### src/sync_length_frame_and_cli_line_parser_assert.svh
// ----------------------------------------------------------------------------
// Assertion macros for the frame and line parser
// Short forms for the clocked properties used at the end of the top level.
// ----------------------------------------------------------------------------
`ifndef SYNC_LENGTH_FRAME_AND_CLI_LINE_PARSER_ASSERT_SVH
`define SYNC_LENGTH_FRAME_AND_CLI_LINE_PARSER_ASSERT_SVH

// The consequent must hold in the same cycle as the antecedent.
`define SLFCP_ASSERT_SAME(lbl, ante, cons, msg) \
    lbl: assert property (@(posedge clk) disable iff (!rst_n) (ante) |-> (cons)) \
        else $error(msg);

// The consequent must hold in the cycle after the antecedent.
`define SLFCP_ASSERT_NEXT(lbl, ante, cons, msg) \
    lbl: assert property (@(posedge clk) disable iff (!rst_n) (ante) |=> (cons)) \
        else $error(msg);

`endif

### src/slfcp_pkg.sv
// ----------------------------------------------------------------------------
// slfcp_pkg
// Shared constants, codes and structures of the frame and line parser.
// ----------------------------------------------------------------------------
package slfcp_pkg;

    localparam int MAX_FRAME_LEN = 256;
    localparam int LINE_MAX      = 128;
    localparam int LINE_W        = 7;
    localparam int QUEUE_DEPTH   = 4;
    localparam int QUEUE_AW      = 2;

    localparam logic [15:0] TIMEOUT_RESET = 16'd2000;

    // Input function codes.
    localparam logic [1:0] FUNC_BYTE = 2'd0;
    localparam logic [1:0] FUNC_TICK = 2'd1;
    localparam logic [1:0] FUNC_DTR  = 2'd2;

    // Result kinds.
    localparam logic [3:0] KIND_ECHO        = 4'd0;
    localparam logic [3:0] KIND_BANNER      = 4'd1;
    localparam logic [3:0] KIND_PAYLOAD     = 4'd2;
    localparam logic [3:0] KIND_BAD_LENGTH  = 4'd3;
    localparam logic [3:0] KIND_TIMEOUT     = 4'd4;
    localparam logic [3:0] KIND_APPEND      = 4'd5;
    localparam logic [3:0] KIND_ERASE       = 4'd6;
    localparam logic [3:0] KIND_LINE_DONE   = 4'd7;
    localparam logic [3:0] KIND_SESSION_END = 4'd8;

    // Byte values with a meaning to the parser.
    localparam logic [7:0] CHAR_SYNC  = 8'h3C;
    localparam logic [7:0] CHAR_SPACE = 8'h20;
    localparam logic [7:0] CHAR_TILDE = 8'h7E;
    localparam logic [7:0] CHAR_DEL   = 8'h7F;
    localparam logic [7:0] CHAR_BS    = 8'h08;
    localparam logic [7:0] CHAR_LF    = 8'h0A;
    localparam logic [7:0] CHAR_CR    = 8'h0D;

    // What the back end does after an optional timeout result.
    typedef enum logic [1:0] {
        OP_NONE,        // nothing more
        OP_SINGLE,      // one result, fully described by the command
        OP_TEXT_CHAR,   // append then echo
        OP_TEXT_START   // append, optional banner, echo
    } op_t;

    typedef struct packed {
        logic        has_tmo;
        logic [15:0] tmo_len;
        op_t         op;
        logic [3:0]  kind;
        logic [7:0]  data;
        logic [15:0] pos;
        logic [15:0] flen;
        logic        frame_end;
        logic        started;
        logic        banner;
        logic        text_sess;
        logic        connected;
    } cmd_t;

    typedef struct packed {
        logic [3:0]  kind;
        logic [7:0]  data_byte;
        logic [15:0] position;
        logic [15:0] frame_length;
        logic        frame_end;
        logic        session_started;
        logic        text_session;
        logic        connected;
        logic        last;
    } res_t;

    typedef struct packed {
        logic active;
        logic text;
    } sts_t;

endpackage

### src/sync_length_frame_and_cli_line_parser.sv
// ----------------------------------------------------------------------------
// sync_length_frame_and_cli_line_parser
// Sync-byte, length-prefixed frame parser with a text command-line mode.
// ----------------------------------------------------------------------------
//
//  Channel   Handshake               Payload
//  -------   ---------------------   ---------------------------------------
//  input     in_valid / in_ready     func, rx_byte
//  output    out_valid / out_ready   kind, data_byte, position, frame_length,
//                                    frame_end, session_started,
//                                    text_session, connected, last
//  config    cfg_valid / cfg_ready   cfg_data (partial timeout in ticks)
//
//  The front end takes one input transaction per cycle while the four-entry
//  command queue has room. The back end emits one result per cycle while the
//  output is not stalled, and an input yields zero to four results.
//  Reset (rst_n low, asynchronous) returns the parser to idle, clears the
//  session, empties the queue and loads the timeout with 2000 ticks.
//  A stalled output backs up into the queue; inputs stall once it fills.
//
`include "sync_length_frame_and_cli_line_parser_assert.svh"

module sync_length_frame_and_cli_line_parser
(
    input  logic        clk,
    input  logic        rst_n,

    input  logic        in_valid,
    output logic        in_ready,
    input  logic [1:0]  func,
    input  logic [7:0]  rx_byte,

    input  logic        cfg_valid,
    output logic        cfg_ready,
    input  logic [15:0] cfg_data,

    output logic        out_valid,
    input  logic        out_ready,
    output logic [3:0]  kind,
    output logic [7:0]  data_byte,
    output logic [15:0] position,
    output logic [15:0] frame_length,
    output logic        frame_end,
    output logic        session_started,
    output logic        text_session,
    output logic        connected,
    output logic        last
);
    import slfcp_pkg::*;

    logic  in_accept;
    logic  dtr_accept;
    logic  q_push;
    logic  q_full;
    logic  q_pop;
    logic  q_empty;
    cmd_t  front_cmd;
    cmd_t  q_head;
    sts_t  front_sts;
    res_t  res;

    // The configuration register is a plain write port that is always open.
    assign cfg_ready = 1'b1;

    // Inputs are taken whenever the queue can hold one more command. Inputs
    // that produce no result never occupy a slot.
    assign in_ready  = !q_full;
    assign in_accept = in_valid && in_ready;

    // A disconnect transaction taken in this cycle.
    assign dtr_accept = in_accept && (func == FUNC_DTR);

    slfcp_front u_front
    (
        .clk      (clk),
        .rst_n    (rst_n),
        .accept   (in_accept),
        .func     (func),
        .rx_byte  (rx_byte),
        .cfg_we   (cfg_valid && cfg_ready),
        .cfg_data (cfg_data),
        .push     (q_push),
        .cmd      (front_cmd),
        .sts      (front_sts)
    );

    slfcp_queue u_queue
    (
        .clk      (clk),
        .rst_n    (rst_n),
        .push     (q_push),
        .push_cmd (front_cmd),
        .full     (q_full),
        .pop      (q_pop),
        .head     (q_head),
        .empty    (q_empty)
    );

    slfcp_back u_back
    (
        .clk       (clk),
        .rst_n     (rst_n),
        .head      (q_head),
        .empty     (q_empty),
        .pop       (q_pop),
        .out_valid (out_valid),
        .out_ready (out_ready),
        .res       (res)
    );

    assign kind            = res.kind;
    assign data_byte       = res.data_byte;
    assign position        = res.position;
    assign frame_length    = res.frame_length;
    assign frame_end       = res.frame_end;
    assign session_started = res.session_started;
    assign text_session    = res.text_session;
    assign connected       = res.connected;
    assign last            = res.last;

    // A session opens only on a final payload byte or a line end, and either
    // is always the final result of its input.
    `SLFCP_ASSERT_SAME(a_started_is_last, out_valid && session_started, last, "start not last")

    // A text session and a binary connection are never reported together.
    `SLFCP_ASSERT_SAME(a_text_xor_conn, out_valid, !(text_session && connected), "text and binary")

    // A disconnect transaction always leaves the session closed.
    `SLFCP_ASSERT_NEXT(a_dtr_clears, dtr_accept, front_sts == '0, "session survives disconnect")

endmodule

### src/slfcp_front.sv
// ----------------------------------------------------------------------------
// slfcp_front
// Accepts input transactions, runs the parser state and emits one command
// per transaction that produces results.
// ----------------------------------------------------------------------------
module slfcp_front
(
    input  logic                clk,
    input  logic                rst_n,
    input  logic                accept,
    input  logic [1:0]          func,
    input  logic [7:0]          rx_byte,
    input  logic                cfg_we,
    input  logic [15:0]         cfg_data,
    output logic                push,
    output slfcp_pkg::cmd_t     cmd,
    output slfcp_pkg::sts_t     sts
);
    import slfcp_pkg::*;

    typedef enum logic [2:0] {
        MODE_IDLE,
        MODE_LEN_LO,
        MODE_LEN_HI,
        MODE_PAYLOAD,
        MODE_TEXT
    } mode_t;

    mode_t              mode_reg,      mode_next;
    logic [15:0]        exp_len_reg,   exp_len_next;
    logic [15:0]        pay_cnt_reg,   pay_cnt_next;
    logic [LINE_W-1:0]  line_len_reg,  line_len_next;
    logic [15:0]        idle_ticks_reg, idle_ticks_next;
    logic               active_reg,    active_next;
    logic               text_reg,      text_next;
    logic               banner_reg,    banner_next;
    logic [15:0]        timeout_reg,   timeout_next;

    mode_t              eff_mode;
    logic               printable;
    logic [15:0]        len_word;
    logic [15:0]        cnt_inc;

    assign printable = rx_byte inside {[CHAR_SPACE:CHAR_TILDE]};
    assign len_word  = {rx_byte, exp_len_reg[7:0]};
    assign cnt_inc   = pay_cnt_reg + 16'd1;
    assign sts       = '{active: active_reg, text: text_reg};

    always_comb
    begin
        mode_next       = mode_reg;
        exp_len_next    = exp_len_reg;
        pay_cnt_next    = pay_cnt_reg;
        line_len_next   = line_len_reg;
        idle_ticks_next = idle_ticks_reg;
        active_next     = active_reg;
        text_next       = text_reg;
        banner_next     = banner_reg;
        timeout_next    = cfg_we ? cfg_data : timeout_reg;
        eff_mode        = mode_reg;
        push            = 1'b0;
        cmd             = '0;
        cmd.op          = OP_NONE;

        if (accept)
        begin
            case (func)
                FUNC_BYTE:
                begin
                    // A stale partial frame or line is dropped before the byte is used.
                    if (mode_reg != MODE_IDLE && idle_ticks_reg > timeout_reg)
                    begin
                        push          = 1'b1;
                        cmd.has_tmo   = 1'b1;
                        cmd.tmo_len   = exp_len_reg;
                        eff_mode      = MODE_IDLE;
                        mode_next     = MODE_IDLE;
                        exp_len_next  = '0;
                        pay_cnt_next  = '0;
                        line_len_next = '0;
                    end

                    case (eff_mode)
                        MODE_LEN_LO:
                        begin
                            exp_len_next = {8'd0, rx_byte};
                            mode_next    = MODE_LEN_HI;
                        end
                        MODE_LEN_HI:
                        begin
                            pay_cnt_next = '0;
                            if (len_word == 16'd0 || len_word > 16'(MAX_FRAME_LEN))
                            begin
                                push         = 1'b1;
                                cmd.op       = OP_SINGLE;
                                cmd.kind     = KIND_BAD_LENGTH;
                                cmd.flen     = len_word;
                                mode_next    = MODE_IDLE;
                                exp_len_next = '0;
                            end
                            else
                            begin
                                exp_len_next = len_word;
                                mode_next    = MODE_PAYLOAD;
                            end
                        end
                        MODE_PAYLOAD:
                        begin
                            push      = 1'b1;
                            cmd.op    = OP_SINGLE;
                            cmd.kind  = KIND_PAYLOAD;
                            cmd.data  = rx_byte;
                            cmd.pos   = pay_cnt_reg;
                            cmd.flen  = exp_len_reg;
                            pay_cnt_next = cnt_inc;
                            if (cnt_inc >= exp_len_reg)
                            begin
                                cmd.frame_end = 1'b1;
                                if (!active_reg)
                                begin
                                    active_next = 1'b1;
                                    text_next   = 1'b0;
                                    cmd.started = 1'b1;
                                end
                                mode_next     = MODE_IDLE;
                                exp_len_next  = '0;
                                pay_cnt_next  = '0;
                                line_len_next = '0;
                            end
                        end
                        MODE_TEXT:
                        begin
                            idle_ticks_next = '0;
                            if (rx_byte == CHAR_LF || rx_byte == CHAR_CR)
                            begin
                                if (line_len_reg != '0)
                                begin
                                    push     = 1'b1;
                                    cmd.op   = OP_SINGLE;
                                    cmd.kind = KIND_LINE_DONE;
                                    cmd.pos  = 16'(line_len_reg);
                                    if (!active_reg)
                                    begin
                                        active_next = 1'b1;
                                        text_next   = 1'b1;
                                        cmd.started = 1'b1;
                                    end
                                end
                                line_len_next = '0;
                                mode_next     = MODE_IDLE;
                            end
                            else if (rx_byte == CHAR_DEL || rx_byte == CHAR_BS)
                            begin
                                if (line_len_reg != '0)
                                begin
                                    line_len_next = line_len_reg - 1'b1;
                                    push          = 1'b1;
                                    cmd.op        = OP_SINGLE;
                                    cmd.kind      = KIND_ERASE;
                                    cmd.pos       = 16'(line_len_reg - 1'b1);
                                end
                            end
                            else if (printable)
                            begin
                                // A full line drops further characters silently.
                                if (line_len_reg < LINE_W'(LINE_MAX - 1))
                                begin
                                    push          = 1'b1;
                                    cmd.op        = OP_TEXT_CHAR;
                                    cmd.data      = rx_byte;
                                    cmd.pos       = 16'(line_len_reg);
                                    line_len_next = line_len_reg + 1'b1;
                                end
                            end
                        end
                        default:
                        begin
                            if (rx_byte == CHAR_SYNC)
                            begin
                                mode_next       = MODE_LEN_LO;
                                idle_ticks_next = '0;
                            end
                            else if (printable && (!active_reg || text_reg))
                            begin
                                push            = 1'b1;
                                cmd.op          = OP_TEXT_START;
                                cmd.data        = rx_byte;
                                cmd.banner      = !banner_reg;
                                banner_next     = 1'b1;
                                line_len_next   = LINE_W'(1);
                                idle_ticks_next = '0;
                                mode_next       = MODE_TEXT;
                            end
                        end
                    endcase
                end
                FUNC_TICK:
                begin
                    if (idle_ticks_reg != 16'hFFFF)
                    begin
                        idle_ticks_next = idle_ticks_reg + 16'd1;
                    end
                end
                FUNC_DTR:
                begin
                    active_next     = 1'b0;
                    text_next       = 1'b0;
                    banner_next     = 1'b0;
                    mode_next       = MODE_IDLE;
                    exp_len_next    = '0;
                    pay_cnt_next    = '0;
                    line_len_next   = '0;
                    idle_ticks_next = '0;
                    if (active_reg)
                    begin
                        push     = 1'b1;
                        cmd.op   = OP_SINGLE;
                        cmd.kind = KIND_SESSION_END;
                    end
                end
                default:
                begin
                    // Unused function code: no effect.
                end
            endcase
        end

        cmd.text_sess = text_next;
        cmd.connected = active_next && !text_next;
    end

    always_ff @(posedge clk or negedge rst_n)
    begin
        if (!rst_n)
        begin
            mode_reg       <= MODE_IDLE;
            exp_len_reg    <= '0;
            pay_cnt_reg    <= '0;
            line_len_reg   <= '0;
            idle_ticks_reg <= '0;
            active_reg     <= 1'b0;
            text_reg       <= 1'b0;
            banner_reg     <= 1'b0;
            timeout_reg    <= TIMEOUT_RESET;
        end
        else
        begin
            mode_reg       <= mode_next;
            exp_len_reg    <= exp_len_next;
            pay_cnt_reg    <= pay_cnt_next;
            line_len_reg   <= line_len_next;
            idle_ticks_reg <= idle_ticks_next;
            active_reg     <= active_next;
            text_reg       <= text_next;
            banner_reg     <= banner_next;
            timeout_reg    <= timeout_next;
        end
    end

endmodule

### src/slfcp_queue.sv
// ----------------------------------------------------------------------------
// slfcp_queue
// Small command queue between the parser front end and the result back end.
// ----------------------------------------------------------------------------
module slfcp_queue
(
    input  logic             clk,
    input  logic             rst_n,
    input  logic             push,
    input  slfcp_pkg::cmd_t  push_cmd,
    output logic             full,
    input  logic             pop,
    output slfcp_pkg::cmd_t  head,
    output logic             empty
);
    import slfcp_pkg::*;

    cmd_t                mem [QUEUE_DEPTH];
    logic [QUEUE_AW:0]   wr_ptr_reg, wr_ptr_next;
    logic [QUEUE_AW:0]   rd_ptr_reg, rd_ptr_next;

    assign empty = (wr_ptr_reg == rd_ptr_reg);
    assign full  = (wr_ptr_reg[QUEUE_AW] != rd_ptr_reg[QUEUE_AW]) &&
                   (wr_ptr_reg[QUEUE_AW-1:0] == rd_ptr_reg[QUEUE_AW-1:0]);
    assign head  = mem[rd_ptr_reg[QUEUE_AW-1:0]];

    assign wr_ptr_next = wr_ptr_reg + ((push && !full) ? 1'b1 : 1'b0);
    assign rd_ptr_next = rd_ptr_reg + ((pop && !empty) ? 1'b1 : 1'b0);

    always_ff @(posedge clk)
    begin
        if (push && !full)
        begin
            mem[wr_ptr_reg[QUEUE_AW-1:0]] <= push_cmd;
        end
    end

    always_ff @(posedge clk or negedge rst_n)
    begin
        if (!rst_n)
        begin
            wr_ptr_reg <= '0;
            rd_ptr_reg <= '0;
        end
        else
        begin
            wr_ptr_reg <= wr_ptr_next;
            rd_ptr_reg <= rd_ptr_next;
        end
    end

endmodule

### src/slfcp_back.sv
// ----------------------------------------------------------------------------
// slfcp_back
// Expands each queued command into its results in the output register, one per
// cycle while the output is not stalled.
// ----------------------------------------------------------------------------
module slfcp_back
(
    input  logic             clk,
    input  logic             rst_n,
    input  slfcp_pkg::cmd_t  head,
    input  logic             empty,
    output logic             pop,
    output logic             out_valid,
    input  logic             out_ready,
    output slfcp_pkg::res_t  res
);
    import slfcp_pkg::*;

    typedef enum logic [1:0] {
        PH_START,
        PH_MAIN,
        PH_BANNER,
        PH_ECHO
    } phase_t;

    phase_t  phase_reg, phase_next;
    phase_t  cur;
    logic    load;
    logic    final_res;
    res_t    res_reg, res_next;
    logic    out_valid_reg;

    assign load      = !empty && (!out_valid_reg || out_ready);
    assign pop       = load && final_res;
    assign out_valid = out_valid_reg;
    assign res       = res_reg;

    always_comb
    begin
        cur        = (phase_reg == PH_START && !head.has_tmo) ? PH_MAIN : phase_reg;
        res_next   = '0;
        final_res  = 1'b0;
        phase_next = phase_reg;

        case (cur)
            PH_START:
            begin
                res_next.kind         = KIND_TIMEOUT;
                res_next.frame_length = head.tmo_len;
                final_res             = (head.op == OP_NONE);
                phase_next            = PH_MAIN;
            end
            PH_MAIN:
            begin
                if (head.op == OP_SINGLE)
                begin
                    res_next.kind            = head.kind;
                    res_next.data_byte       = head.data;
                    res_next.position        = head.pos;
                    res_next.frame_length    = head.flen;
                    res_next.frame_end       = head.frame_end;
                    res_next.session_started = head.started;
                    final_res                = 1'b1;
                end
                else
                begin
                    res_next.kind      = KIND_APPEND;
                    res_next.data_byte = head.data;
                    res_next.position  = head.pos;
                    final_res          = (head.op == OP_NONE);
                end
                phase_next = (head.op == OP_TEXT_START && head.banner) ? PH_BANNER : PH_ECHO;
            end
            PH_BANNER:
            begin
                res_next.kind = KIND_BANNER;
                phase_next    = PH_ECHO;
            end
            default:
            begin
                res_next.kind      = KIND_ECHO;
                res_next.data_byte = head.data;
                res_next.position  = head.pos;
                final_res          = 1'b1;
            end
        endcase

        if (final_res)
        begin
            phase_next = PH_START;
        end
        res_next.text_session = head.text_sess;
        res_next.connected    = head.connected;
        res_next.last         = final_res;
    end

    always_ff @(posedge clk or negedge rst_n)
    begin
        if (!rst_n)
        begin
            phase_reg     <= PH_START;
            out_valid_reg <= 1'b0;
            res_reg       <= '0;
        end
        else
        begin
            if (load)
            begin
                phase_reg     <= phase_next;
                res_reg       <= res_next;
                out_valid_reg <= 1'b1;
            end
            else if (out_ready)
            begin
                out_valid_reg <= 1'b0;
            end
        end
    end

endmodule
### config.mk
export PLATFORM = sky130hd
export DESIGN_NAME = sync_length_frame_and_cli_line_parser
export DESIGN_NICKNAME = d
export VERILOG_FILES = /design/src/slfcp_pkg.sv /design/src/sync_length_frame_and_cli_line_parser.sv /design/src/slfcp_front.sv /design/src/slfcp_queue.sv /design/src/slfcp_back.sv
export VERILOG_INCLUDE_DIRS = /design/src /design/src/src
export SDC_FILE = /design/constraint.sdc
export NUM_CORES = 1
export LEC_CHECK = 0
export ABC_AREA = 1
export ABC_CLOCK_PERIOD_IN_PS = 12300
export BUFFER_PORTS_ARGS = -buffer_cell sky130_fd_sc_hd__buf_2
export CORE_ASPECT_RATIO = 0.8
export CORE_UTILIZATION = 50
export DETAILED_ROUTE_END_ITERATION = 10
export MAX_ROUTING_LAYER = met4
export PLACE_DENSITY = 0.77
export SLEW_MARGIN = 20
export SYNTH_ARGS = -nofsm -noshare
export SYNTH_HDL_FRONTEND = slang
export SYNTH_HIERARCHICAL = 1
export SYNTH_SLANG_ARGS = --single-unit
### constraint.sdc
create_clock -name clk -period 12.3 [get_ports clk]
set_clock_uncertainty 0.2 [all_clocks]
set_input_delay 2.46 -clock clk [delete_from_list [all_inputs] [get_ports clk]]
set_output_delay 2.46 -clock clk [all_outputs]
set_load 0.02 [all_outputs]
==> metrics.csv <==
metric,value,unit
DR vias/cell,5.74,
Syn-to-layout area delta,10.4,%
Fin. Hold Viols,0,
Rows,64,
clock sinks,407,
layout cells sized above 1,0.116,
synthesized area,19700,µm²
Least-Margin Pin Slew,1.05,ns
Worst Setup End Kind,flop,
GP Congestion,1.03,
Max Cap Viol,0,
Post-CTS Setup Inserts,0,
final slew viol count,0,
Period minus WS final,6.76,ns
syn_area_per_cell,9.64,µm²
Arrival @ worst endpoint,6.73,ns
PortBufs,81,
Num CTS Buffers,41,
"Warnings, synthesis",6,
critical path data required time,12.27,ns
Startpoint Class,input port,
HPWL after detailed placement,33400,µm
GRT Overall Usage,0.260,
CP Class,in -> reg,
pin count of the biggest net entering global routing,91,
CTS root buf,clkbuf_16,
max reg flops,272,
CTS Hold Bufs,0,
Die Y,179,µm
design area,21700,µm²
CTS tree,built,
Cell Pwr Density,212,nW/µm²
I/O Pins,83,
wire per inst,19.0,µm
Longest Clk Path Bufs,3,
Leak,9.16,nW
status,completed,
drt drc,0,
post-route setup TNS,0,ns
post-cts resize count,0,
worst rel slew slack,0.298,
FMAX,0.148,GHz
vias in the first global route,14000,
RSZ-0062 raised after global routing,no,
CP Max Fanout,55,
fin nets,2153,
"antenna viol nets, final",0,
iteration-0 DRC count of the detailed router,2032,
Horiz. Die Dim,224,µm
total number of vias,15200,
core footprint,38500,µm²
"Period Utilization, post-route",0.550,
wire length of the first global-routing pass,78300,µm
area post-placement,20300,µm²
clock network latency to the later pin of the worst-skew pair,0.56,ns
die area,40100,µm²
grt ovf,0,
syn_nets,2111,
Syn Inst Count,2039,
area of the multi-input gates,6840,µm²
DRT Pass-1 Iters,6,
Hold Path Depth,2,
Initial Utilization,0.510,
FF-to-FF path depth,18,
Fill cells,3200,
final-report setup violation count,0,
Worst Hold Class,reg -> reg,
DRT Wirelength,50200,µm
H-tree depth,2,
Worst-path clk slew,0.06,ns
initial antenna violation count,2,
VDD IR max,0.136,mV
register area,11600,µm²
-- final timing paths --
kind,startpoint,endpoint,slack [ns]
max,in_valid,u_queue/mem[3][11]$_DFFE_PP_,5.54
min,u_back/res[19]$_DFFE_PN0P_,u_back/res[19]$_DFFE_PN0P_,0.28
max reg2reg,u_queue/rd_ptr_reg[0]$_DFF_PN0_,u_queue/mem[3][11]$_DFFE_PP_,5.97
min reg2reg,u_back/res[19]$_DFFE_PN0P_,u_back/res[19]$_DFFE_PN0P_,0.28
max in group asynchronous,rst_n,u_front/timeout_reg[9]$_DFFE_PN1P_,9.07
min in group asynchronous,rst_n,u_back/res[7]$_DFFE_PN0P_,1.68
-- cell usage in the layout (no fill, tap or decap), drive strengths merged --
master,count
a21oi,35
xnor2,3
o31ai,2
nand4,25
o21ai,239
ha,41
a22oi,10
mux2,1
edfxtp,272
buf,92
dfstp,6
xor2,28
or2,1
o211ai,4
o22ai,88
nor3b,1
inv,199
diode,2
dfrtp,129
nor4,6
nor2,291
nor3,23
nand2,395
a21o,1
clkbuf,52
clkinv,12
o21bai,1
nand3b,4
o21a,2
bufinv,4
conb,1
clkinvlp,7
nand3,139
-- final cells by class --
cell class                      count  area share
Clock buffer                       52      0.0505
Inverter                          198      0.0345
Tap cell                          528      0.0304
Clock inverter                     24      0.0131
Sequential cell                   407       0.532
Multi-Input combinational cell   1341       0.315
Timing Repair Buffer               92      0.0237
Antenna cell                        2    0.000231
-- metrics by stage --
| step | util | power [mW] | worst slack [ns] | hold slack [ns] | cells |
|---|---|---|---|---|---|
| floorplan | - | 2.90 | 6.20 | 0.249 | 2039 |
| global placement | 0.527 | 3.29 | 5.12 | 0.261 | 2565 |
| detailed placement | 0.527 | 3.33 | 5.10 | 0.264 | 2565 |
| CTS | 0.563 | 4.59 | 5.68 | 0.282 | 2641 |
| global route | 0.564 | 4.85 | 5.27 | 0.306 | 2644 |
| finish | 0.564 | 4.59 | 5.54 | 0.280 | 2644 |
-- critical path: stages --
cell     delay, ns
buf_2         0.08
inv_1         0.04
nor2_2        0.30
inv_1         0.13
nor2_4        0.36
inv_1         0.31
nor2_2        0.76
inv_1         0.09
buf_4         0.27
nor2_2        0.28
o21ai_1       0.11
nand2_1       0.18
nand2_4       0.14
nor2_4        0.38
buf_4         0.76
-- power breakdown --
part / internal, mW / total, mW / leakage [nW] / switching [mW]
Sequential: 1.60 / 1.71 / 4.49 / 0.111
Combinational: 0.447 / 1.62 / 4.02 / 1.17
Clock: 0.727 / 1.26 / 0.650 / 0.534
Total: 2.78 / 4.59 / 9.16 / 1.82
-- routing by layer --
metal  GRT usage  share of wire  up-vias
li1            -              -     7054
met1       0.365           0.43     7270
met2       0.384           0.44      746
met3      0.0566           0.10       97
met4      0.0645          0.023        0
met5           -              0        -
Note: power is estimated with default switching activity, not from simulation.
